$ cat config.mk
export PLATFORM = sky130hd
export DESIGN_NAME = number_to_segments_right_aligned
export DESIGN_NICKNAME = d
export VERILOG_FILES = /design/src/ntsr_pkg.sv /design/src/ntsr_digit_cell.sv /design/src/ntsr_out_chain.sv /design/src/number_to_segments_right_aligned.sv
export SDC_FILE = /design/constraint.sdc
export NUM_CORES = 1
export LEC_CHECK = 0
export BUFFER_PORTS_ARGS = -buffer_cell sky130_fd_sc_hd__buf_2
export CORE_ASPECT_RATIO = 1.5
export CORE_MARGIN = 2
export CORE_UTILIZATION = 55
export CTS_CLUSTER_SIZE = 24
export DETAILED_ROUTE_END_ITERATION = 16
export PLACE_DENSITY = 0.72
export SLEW_MARGIN = 20
export SYNTH_ARGS = -nofsm -noshare
export SYNTH_HDL_FRONTEND = slang
export SYNTH_SLANG_ARGS = --single-unit
export TNS_END_PERCENT = 5
$ cat constraint.sdc
create_clock -name i_clk -period 17.65 [get_ports i_clk]
set_clock_uncertainty 0.05 [all_clocks]
set_input_delay 2.6475 -clock i_clk [delete_from_list [all_inputs] [get_ports i_clk]]
set_output_delay 2.6475 -clock i_clk [all_outputs]
set_load 0.1 [all_outputs]
$ cat src/ntsr_pkg.sv
package ntsr_pkg;

    localparam int NUM_W     = 32;
    localparam int UNITS_W   = 3;
    localparam int POINT_W   = 3;
    localparam int BYTE_W    = 8;
    localparam int BCD_W     = 4;

    // Binary bits folded into the BCD chain per clock.
    localparam int STEP_BITS = 4;
    localparam int STEPS     = NUM_W / STEP_BITS;
    localparam int STEP_W    = $clog2(STEPS);

    typedef logic [BYTE_W-1:0]    t_byte;
    typedef logic [BCD_W-1:0]     t_bcd;
    typedef logic [STEP_BITS-1:0] t_bits;

    localparam t_byte CMD_AUTO_INC = 8'h40;
    localparam t_byte ADDR_START   = 8'hC0;
    localparam t_byte POINT_BIT    = 8'h80;
    localparam t_byte SEG_BLANK    = 8'h00;

    localparam t_bcd BCD_ADJ_MIN = 4'd5;
    localparam t_bcd BCD_ADJ_ADD = 4'd3;

    function automatic t_byte seg_font(input t_bcd d);
        t_byte s;
        case (d)
            4'd0:    s = 8'h3f;
            4'd1:    s = 8'h06;
            4'd2:    s = 8'h5b;
            4'd3:    s = 8'h4f;
            4'd4:    s = 8'h66;
            4'd5:    s = 8'h6d;
            4'd6:    s = 8'h7d;
            4'd7:    s = 8'h07;
            4'd8:    s = 8'h7f;
            4'd9:    s = 8'h6f;
            default: s = SEG_BLANK;
        endcase
        return s;
    endfunction

    // Ten to the power n, used only with constant arguments.
    function automatic logic [NUM_W-1:0] pow10(input int n);
        logic [NUM_W-1:0] p;
        p = NUM_W'(1);
        for (int k = 0; k < n; k++) begin
            p = p * NUM_W'(10);
        end
        return p;
    endfunction

endpackage

$ cat src/ntsr_digit_cell.sv
module ntsr_digit_cell
    import ntsr_pkg::*;
#(
    parameter int IDX = 0
) (
    input  logic               i_clk,
    input  logic               i_load,
    input  logic               i_step,
    input  t_bits              i_bits,
    input  logic [NUM_W-1:0]   i_number,
    input  logic               i_pad,
    input  logic [POINT_W-1:0] i_point,
    output t_bits              o_bits,
    output t_byte              o_seg
);

    localparam logic [NUM_W-1:0] THRESH    = pow10(IDX);
    localparam logic             ALWAYS_ON = (IDX == 0);

    t_bcd r_digit;
    t_bcd n_digit;
    logic r_show;
    logic r_point;

    // Several shift-and-adjust steps of the double-dabble, most significant
    // incoming bit first. A new item starts from an all-zero digit.
    always_comb begin
        t_bcd d;
        t_bcd a;
        d = i_load ? '0 : r_digit;
        o_bits = '0;
        for (int j = STEP_BITS - 1; j >= 0; j--) begin
            a = (d >= BCD_ADJ_MIN) ? t_bcd'(d + BCD_ADJ_ADD) : d;
            o_bits[j] = a[BCD_W-1];
            d = {a[BCD_W-2:0], i_bits[j]};
        end
        n_digit = d;
    end

    always_ff @(posedge i_clk) begin
        if (i_step) begin
            r_digit <= n_digit;
        end
        if (i_load) begin
            r_show  <= ALWAYS_ON || i_pad || (i_number >= THRESH);
            r_point <= (i_point == POINT_W'(IDX));
        end
    end

    assign o_seg = (r_show ? seg_font(r_digit) : SEG_BLANK) | (r_point ? POINT_BIT : SEG_BLANK);

endmodule

$ cat src/ntsr_out_chain.sv
module ntsr_out_chain
    import ntsr_pkg::*;
#(
    parameter int NB = 8
) (
    input  logic                     i_clk,
    input  logic                     i_rst_n,
    input  logic                     i_load,
    input  logic [NB-1:0][BYTE_W-1:0] i_bytes,
    input  logic                     i_stall,
    output logic                     o_free,
    output logic                     o_valid,
    output t_byte                    o_data_byte,
    output logic                     o_frame_start,
    output logic                     o_frame_end,
    output logic                     o_last
);

    localparam int CW = $clog2(NB);
    localparam logic [CW-1:0] LAST_CNT = CW'(NB - 1);

    logic [NB-1:0][BYTE_W-1:0] r_bytes;
    logic [NB-1:0][BYTE_W-1:0] n_bytes;
    logic [CW-1:0]             r_cnt;
    logic [CW-1:0]             n_cnt;
    logic                      r_valid;
    logic                      n_valid;
    logic                      w_xfer;

    assign w_xfer = r_valid && !i_stall;
    assign o_free = !r_valid || (w_xfer && (r_cnt == LAST_CNT));

    always_comb begin
        n_bytes = r_bytes;
        n_cnt   = r_cnt;
        n_valid = r_valid;
        if (i_load) begin
            n_bytes = i_bytes;
            n_cnt   = '0;
            n_valid = 1'b1;
        end else if (w_xfer) begin
            if (r_cnt == LAST_CNT) begin
                n_valid = 1'b0;
            end else begin
                n_bytes = r_bytes >> BYTE_W;
                n_cnt   = CW'(r_cnt + 1'b1);
            end
        end
    end

    always_ff @(posedge i_clk) begin
        if (!i_rst_n) begin
            r_valid <= 1'b0;
            r_cnt   <= '0;
        end else begin
            r_valid <= n_valid;
            r_cnt   <= n_cnt;
        end
        r_bytes <= n_bytes;
    end

    assign o_valid       = r_valid;
    assign o_data_byte   = r_bytes[0];
    assign o_frame_start = (r_cnt == CW'(0)) || (r_cnt == CW'(1));
    assign o_frame_end   = (r_cnt == CW'(0)) || (r_cnt == LAST_CNT);
    assign o_last        = (r_cnt == LAST_CNT);

endmodule

$ cat src/number_to_segments_right_aligned.sv
// Converts an unsigned 32-bit number into one display write transaction of
// DIGITS+2 bytes: the auto-increment command 0x40 as a frame of its own, then
// address 0xC0 and one segment byte per display position from position 0
// upward, the last of these closing the frame. The low DIGITS decimal digits
// are shown with the units digit at i_units_position, higher digits to its
// left, blanks to its right; leading zeros are blank unless i_pad_zeros is
// set, and the units digit always shows. Conversion runs in a row of BCD digit
// cells, one per decimal digit, which take four bits of the number per clock
// until all 32 bits are in. The finished segment bytes are then moved into
// an output byte chain while the row already takes the next item, so a new
// number can enter before the bytes of the previous one have left. A finished
// result waits in the row, and the input stalls, until the chain is free.
module number_to_segments_right_aligned
    import ntsr_pkg::*;
#(
    parameter int DIGITS = 6
) (
    input  logic               i_clk,
    input  logic               i_rst_n,
    input  logic               i_valid,
    output logic               o_stall,
    input  logic [NUM_W-1:0]   i_number,
    input  logic [UNITS_W-1:0] i_units_position,
    input  logic [POINT_W-1:0] i_point_digit,
    input  logic               i_pad_zeros,
    output logic               o_valid,
    input  logic               i_stall,
    output t_byte              o_data_byte,
    output logic               o_frame_start,
    output logic               o_frame_end,
    output logic               o_last
);

    localparam int NB    = DIGITS + 2;
    localparam int SUM_W = UNITS_W + 1;

    // Conversion control: r_left counts the remaining four-bit steps.
    logic               r_busy;
    logic [STEP_W-1:0]  r_left;
    logic [NUM_W-1:0]   r_num;
    logic [UNITS_W-1:0] r_units;

    logic w_in_xfer;
    logic w_step;
    logic w_done;
    logic w_handoff;
    logic w_out_free;

    t_bits w_link [0:DIGITS];
    t_byte w_seg  [0:DIGITS-1];

    logic [NB-1:0][BYTE_W-1:0] w_bytes;

    assign w_in_xfer = i_valid && !o_stall;
    assign w_step    = w_in_xfer || (r_busy && (r_left != '0));
    assign w_done    = r_busy && (r_left == '0);
    assign w_handoff = w_done && w_out_free;

    // The row stays busy until its result moves on; a new item may enter on
    // the very edge at which the previous one is handed off.
    assign o_stall = r_busy && !w_handoff;

    // The first four bits enter the row on the transfer edge itself.
    assign w_link[0] = w_in_xfer ? i_number[NUM_W-1 -: STEP_BITS]
                                 : r_num[NUM_W-1 -: STEP_BITS];

    always_ff @(posedge i_clk) begin
        if (!i_rst_n) begin
            r_busy <= 1'b0;
            r_left <= '0;
        end else begin
            if (w_in_xfer) begin
                r_busy <= 1'b1;
                r_left <= STEP_W'(STEPS - 1);
            end else begin
                if (w_handoff) begin
                    r_busy <= 1'b0;
                end
                if (w_step) begin
                    r_left <= STEP_W'(r_left - 1'b1);
                end
            end
        end
        if (w_in_xfer) begin
            r_num   <= i_number << STEP_BITS;
            r_units <= i_units_position;
        end else if (w_step) begin
            r_num   <= r_num << STEP_BITS;
        end
    end

    // One cell per decimal digit; each passes the bits it shifts out of its
    // top to the next higher digit. Bits leaving the top cell are dropped,
    // which keeps only the low DIGITS digits.
    for (genvar g = 0; g < DIGITS; g++) begin : g_cell
        ntsr_digit_cell #(
            .IDX(g)
        ) u_cell (
            .i_clk   (i_clk),
            .i_load  (w_in_xfer),
            .i_step  (w_step),
            .i_bits  (w_link[g]),
            .i_number(i_number),
            .i_pad   (i_pad_zeros),
            .i_point (i_point_digit),
            .o_bits  (w_link[g+1]),
            .o_seg   (w_seg[g])
        );
    end

    // Display position p shows decimal digit d where p + d equals the units
    // position; positions with no such digit stay blank.
    always_comb begin
        w_bytes    = '0;
        w_bytes[0] = CMD_AUTO_INC;
        w_bytes[1] = ADDR_START;
        for (int p = 0; p < DIGITS; p++) begin
            for (int d = 0; d < DIGITS; d++) begin
                if ({1'b0, r_units} == SUM_W'(p + d)) begin
                    w_bytes[p+2] = w_seg[d];
                end
            end
        end
    end

    ntsr_out_chain #(
        .NB(NB)
    ) u_out (
        .i_clk        (i_clk),
        .i_rst_n      (i_rst_n),
        .i_load       (w_handoff),
        .i_bytes      (w_bytes),
        .i_stall      (i_stall),
        .o_free       (w_out_free),
        .o_valid      (o_valid),
        .o_data_byte  (o_data_byte),
        .o_frame_start(o_frame_start),
        .o_frame_end  (o_frame_end),
        .o_last       (o_last)
    );

endmodule

---- Word level (Yosys, flattened, before mapping) ----
Memory sizes are Yosys's and may differ from the RTL's. A register that Yosys moved wholly into a read port is not among the register bits.
Index checks and enable logic that the tools add are counted.
word-level totals
  flip-flop bits (word level) ............. 138
  ROM bits ................................ 672
  input port bits ......................... 43
  memories kept ........................... 6
cells by class
  $add $sub $neg .......................... 26
  order comparisons ....................... 29
  equality and inequality tests ........... 15
  multiplexer cells ....................... 90
  bitwise logic cells ..................... 8
  reduce and logical (&&, ||, !) cells .... 33
memory list
  name             depth  bits a word  rd ports  clocked after Yosys merged registers in  write ports  line            source
  (no name shown)  16     7            1         1                                        0            ntsr_pkg.sv:28  case (d)
  (no name shown)  16     7            1         1                                        0            ntsr_pkg.sv:28
  (no name shown)  16     7            1         1                                        0            ntsr_pkg.sv:28
  (no name shown)  16     7            1         1                                        0            ntsr_pkg.sv:28
  (no name shown)  16     7            1         1                                        0            ntsr_pkg.sv:28
  (no name shown)  16     7            1         1                                        0            ntsr_pkg.sv:28
operators with widths
  operator              count
  $mux 8                41
  $mux 64               3
  $mux 4                33
  $ge 4x3->1 const B    24
  $add 4x2->4 const B   20
  $mux 32               2
  $or 8x8->8            6
  $ge 32x10->1 const B  1
  $ge 32x14->1 const B  1
  $ge 32x17->1 const B  1
  $ge 32x4->1 const B   1
  $ge 32x7->1 const B   1
  $eq 3x3->1 const B    7
  $mux 3                6
  $add 3x2->3 const B   4
  $eq 3x2->1 const B    4
  $logic_not 3->1       4
  $eq 3x1->1 const B    3
  $logic_or 1x1->1      9
  $reduce_bool 2->1     4
  $logic_and 1x1->1     7
  $reduce_and 2->1      3
  $mux 1                5
  $logic_not 1->1       4
  other kinds (6)       7

---- Logic depth before layout (Yosys ltp) ----
  depth after elaboration ................. 19
  mapped depth ............................ 34
  mapped depth without buffers ............ 28

---- Modules after synthesis ----
A second synthesis with hierarchy kept.
second synthesis, totals
  cell total of the unflattened synthesis .. 1466
  area total of the unflattened synthesis .. 14956.8 um^2
modules (own cells, without submodules)
  module                              instances  cells an instance  area each (um^2)
  number_to_segments_right_aligned    1          338                3395.8
  ntsr_out_chain                      1          169                3115.5
  ntsr_digit_cell (g_cell[1].u_cell)  1          172                1505.2
  ntsr_digit_cell (g_cell[2].u_cell)  1          159                1455.1
  ntsr_digit_cell (g_cell[5].u_cell)  1          165                1427.6
  ntsr_digit_cell (g_cell[3].u_cell)  1          165                1418.9
  ntsr_digit_cell (g_cell[4].u_cell)  1          163                1417.6
  ntsr_digit_cell (g_cell[0].u_cell)  1          135                1221.2

---- Worst setup path before layout ----
No wires, ideal clock.
  path kind ............................... in2reg
  start ................................... input i_stall
  end ..................................... register (tool-made name)
  library setup time ...................... 0.070 ns
  arrival time ............................ 8.950 ns
  required time ........................... 17.530 ns
  setup slack ............................. 8.580 ns
  cell stages on the path ................. 31
  buffers on the path ..................... 6
  path through ............................ nor2b_1 > o221ai_2 > buf_4 > buf_4 > clkbuf_1 > clkbuf_1 > clkbuf_1 > nand2_1 > ha_1 > o21a_1 > o31ai_1 > or2_2 > ha_1 > nand2b_1 > o311a_1 > or3_1 > a31oi_2 > ha_1 > nor2b_1 > o21a_1 > o21ai_0 > o221ai_1 > clkbuf_1 > mux2i_1 > o21ai_0 > xor2_1 > mux2i_1 > inv_1 > ha_1 > mux2_1 > o21ai_1
RTL lines
  element             line                                    source
  start: declaration  number_to_segments_right_aligned.sv:27  input logic i_stall,

==> impl_metrics.csv <==
group,metric,value,unit
status,outcome,"finished, final reports clean",
global_route,grt_max_degree,64,
final_layout,regArea,4740,µm²
routing,viasPerCell,6.19,
worst_setup_path,worstSetupPathType,"primary input to flop",
synthesis,ys_types,98,
final_layout,nets,1582,
floorplanning,fp.dieArea,24600,µm²
sta,slew_violations,0,
cts,cts_buffers,17,
worst_setup_path,worstPathMaxFanout,57,
final_layout,areaGrowthSynthToFinish,6.57,%
routing,drc,0,
cts,cts_resized,0,
synthesis,ys_ff_latch,180,
final_layout,fill_cells,2048,
cts,cts_max_path_buffers,2,
worst_setup_path,cp.arrival,9.53,ns
floorplanning,ios,56,
job,maxCapViolCount,0,
final_layout,layout_common_cells,"nand2_1 (245), o21ai_0 (138), edfxtp_1 (114)",
cts,htreeDepth,4,
sta,relSlewSlack,33.5,%
place,gp_congestion,1.00,
sta,setup_viol,0,
routing,wl_per_cell,17.0,µm
cts,cts_root_buffer,"clkbuf_16",
final_layout,fin_cells,1772,
place,post-place-cells,1740,
global_route,track_usage,24.5,%
synthesis,synthArstFlopShare,0,%
final_layout,drive_above_1_share,10.5,%
floorplanning,die_w,129,µm
global_route,grt_first_pass_wirelength,49000,µm
synthesis,synth_area_per_cell,8.57,µm²
global_route,grt-ovfl-total,0,
worst_setup_path,end_kind,"flop",
synthesis,yosysTopAreaCell,"edfxtp_1",
final_layout,multi_input_area,7390,µm²
sta,post-route-period-util,52.2,%
sta,worst_pin_slew,0.993,ns
cts,cts_sinks,180,
cts,cts_tree,"yes",
sta,fmax,0.109,GHz
synthesis,synth_warnings,0,
cts,clk_pin_slew,0.07,ns
final_layout,antenna_cells,0,
global_route,antenna_found_initial,0,
synthesis,synth_area_leaders,"edfxtp_1 (27%), dfxtp_1 (10%), nand2_1 (7.2%)",
floorplanning,fp-row-count,68,
sta,finalSetupTns,0,ns
routing,vias,11000,
synthesis,synthesis.area,12800,µm²
worst_setup_path,critical_path_required,17.97,ns
sta,post-route-min-period,9.21,ns
synthesis,synthCells,1497,
cts,clkLatencyLatePin,0.44,ns
synthesis,synth_edf_count,114,
routing,drt_wl_total,30100,µm
routing,firstDrtPassIters,7,
sta,hold_viol_final,0,
worst_setup_path,startpoint_type,"primary input",
cts,cts_hold_buf,0,
floorplanning,coreArea,23000,µm²
sta,grt_setup_unrepaired,"false",
cts,cts_setup_buffers,0,
floorplanning,die_h,191,µm
floorplanning,start_util,55.8,%
hold_path,hp-class,"flop to flop",
synthesis,yosysTopAreaCellShare,26.7,%
routing,drt_iter0_drc,838,
worst_setup_path,reg2reg_slack,9.85,ns
final_layout,final_common_cell,"nand2_1",
place,detailed_place_hpwl,22000,µm
synthesis,ys_seq_area_share,37.0,%
routing,ant_nets,0,
place,io_buffers,55,
synthesis,synth_fp_nets,1600,
global_route,grt_pass1_vias,10100,
synthesis,synth_flop_cell,"edfxtp_1",
## per-stage QoR
step,setup slack [ns],util (%),hold slack [ns],instance area [µm²]
detailed placement,8.08,56.9,0.390,13100
global placement,8.30,56.9,0.375,13100
finish,8.44,59.5,0.400,13700
global route,7.80,59.5,0.419,13700
CTS,8.52,59.5,0.406,13700
floorplan,8.58,-,0.368,12800
## synth_stat cells (20+ instances only)
library cell	n
nand2_1	246
o21ai_0	138
edfxtp_1	114
nor2_1	79
a21oi_1	70
clkbuf_1	66
dfxtp_1	66
nand3_1	62
ha_1	60
o22ai_1	53
inv_1	51
mux2i_1	45
nor3_1	20
## final cells by class
cell class / instances / share of cell area, %
inverters: 61 / 1.68
repair buffers: 67 / 2.67
flip-flops and latches: 180 / 34.7
well taps: 280 / 2.56
clock buffers: 18 / 3.14
multi-input cells: 1152 / 54.1
clock inverters: 14 / 1.13
## worst paths after layout
check,cells after the start,startpoint,endpoint
worst min-delay path,2,u_out.r_bytes[20],u_out.r_bytes[12]
worst max register to register,28,u_out.r_cnt[0],flop
worst max-delay path,27,i_stall,flop
worst min register to register,2,u_out.r_bytes[20],u_out.r_bytes[12]
## logic make-up after synthesis
kind of cell / Yosys count / synth area share (%)
multiplexers: 61 / 5.14
flip-flops: 180 / 37.0
adder cells (fa/ha/maj): 62 / 6.01
XOR/XNOR: 27 / 2.20
buffers and inverters: 165 / 5.50
AO/OA/AOI/OAI: 487 / 25.7
AND/OR/NAND/NOR: 515 / 18.5
## routing by layer
| layer | GRT usage (%) | routed length, µm |
|---|---|---|
| met3 | 3.22 | 1340 |
| met4 | 11.4 | 1190 |
| met5 | 0 | 0 |
| met2 | 43.0 | 15200 |
| met1 | 29.6 | 12300 |
## critical path, cell delays in order
cell and delay, ns:
buf_2 0.10, nor2b_1 0.07, o221ai_4 0.35, buf_4 0.56, nand2_1 0.12, ha_1 0.21, o21a_1 0.17, o31ai_1 0.41
or2_2 0.22, ha_1 0.22, nand2b_1 0.11, o311a_1 0.14, or3_1 0.35, a31oi_2 0.39, ha_1 0.25, nor2b_1 0.23
o21a_1 0.13, o21ai_0 0.07, o221ai_1 0.73, mux2i_1 0.36, o21ai_0 0.16, xor2_1 0.18, mux2i_1 0.44, inv_1 0.13
ha_1 0.33, mux2_1 0.28, o21ai_1 0.12
Power is left out: the tool's default activity adds up to more than one toggle a clock period on the data nets, which glitch-free logic cannot reach.
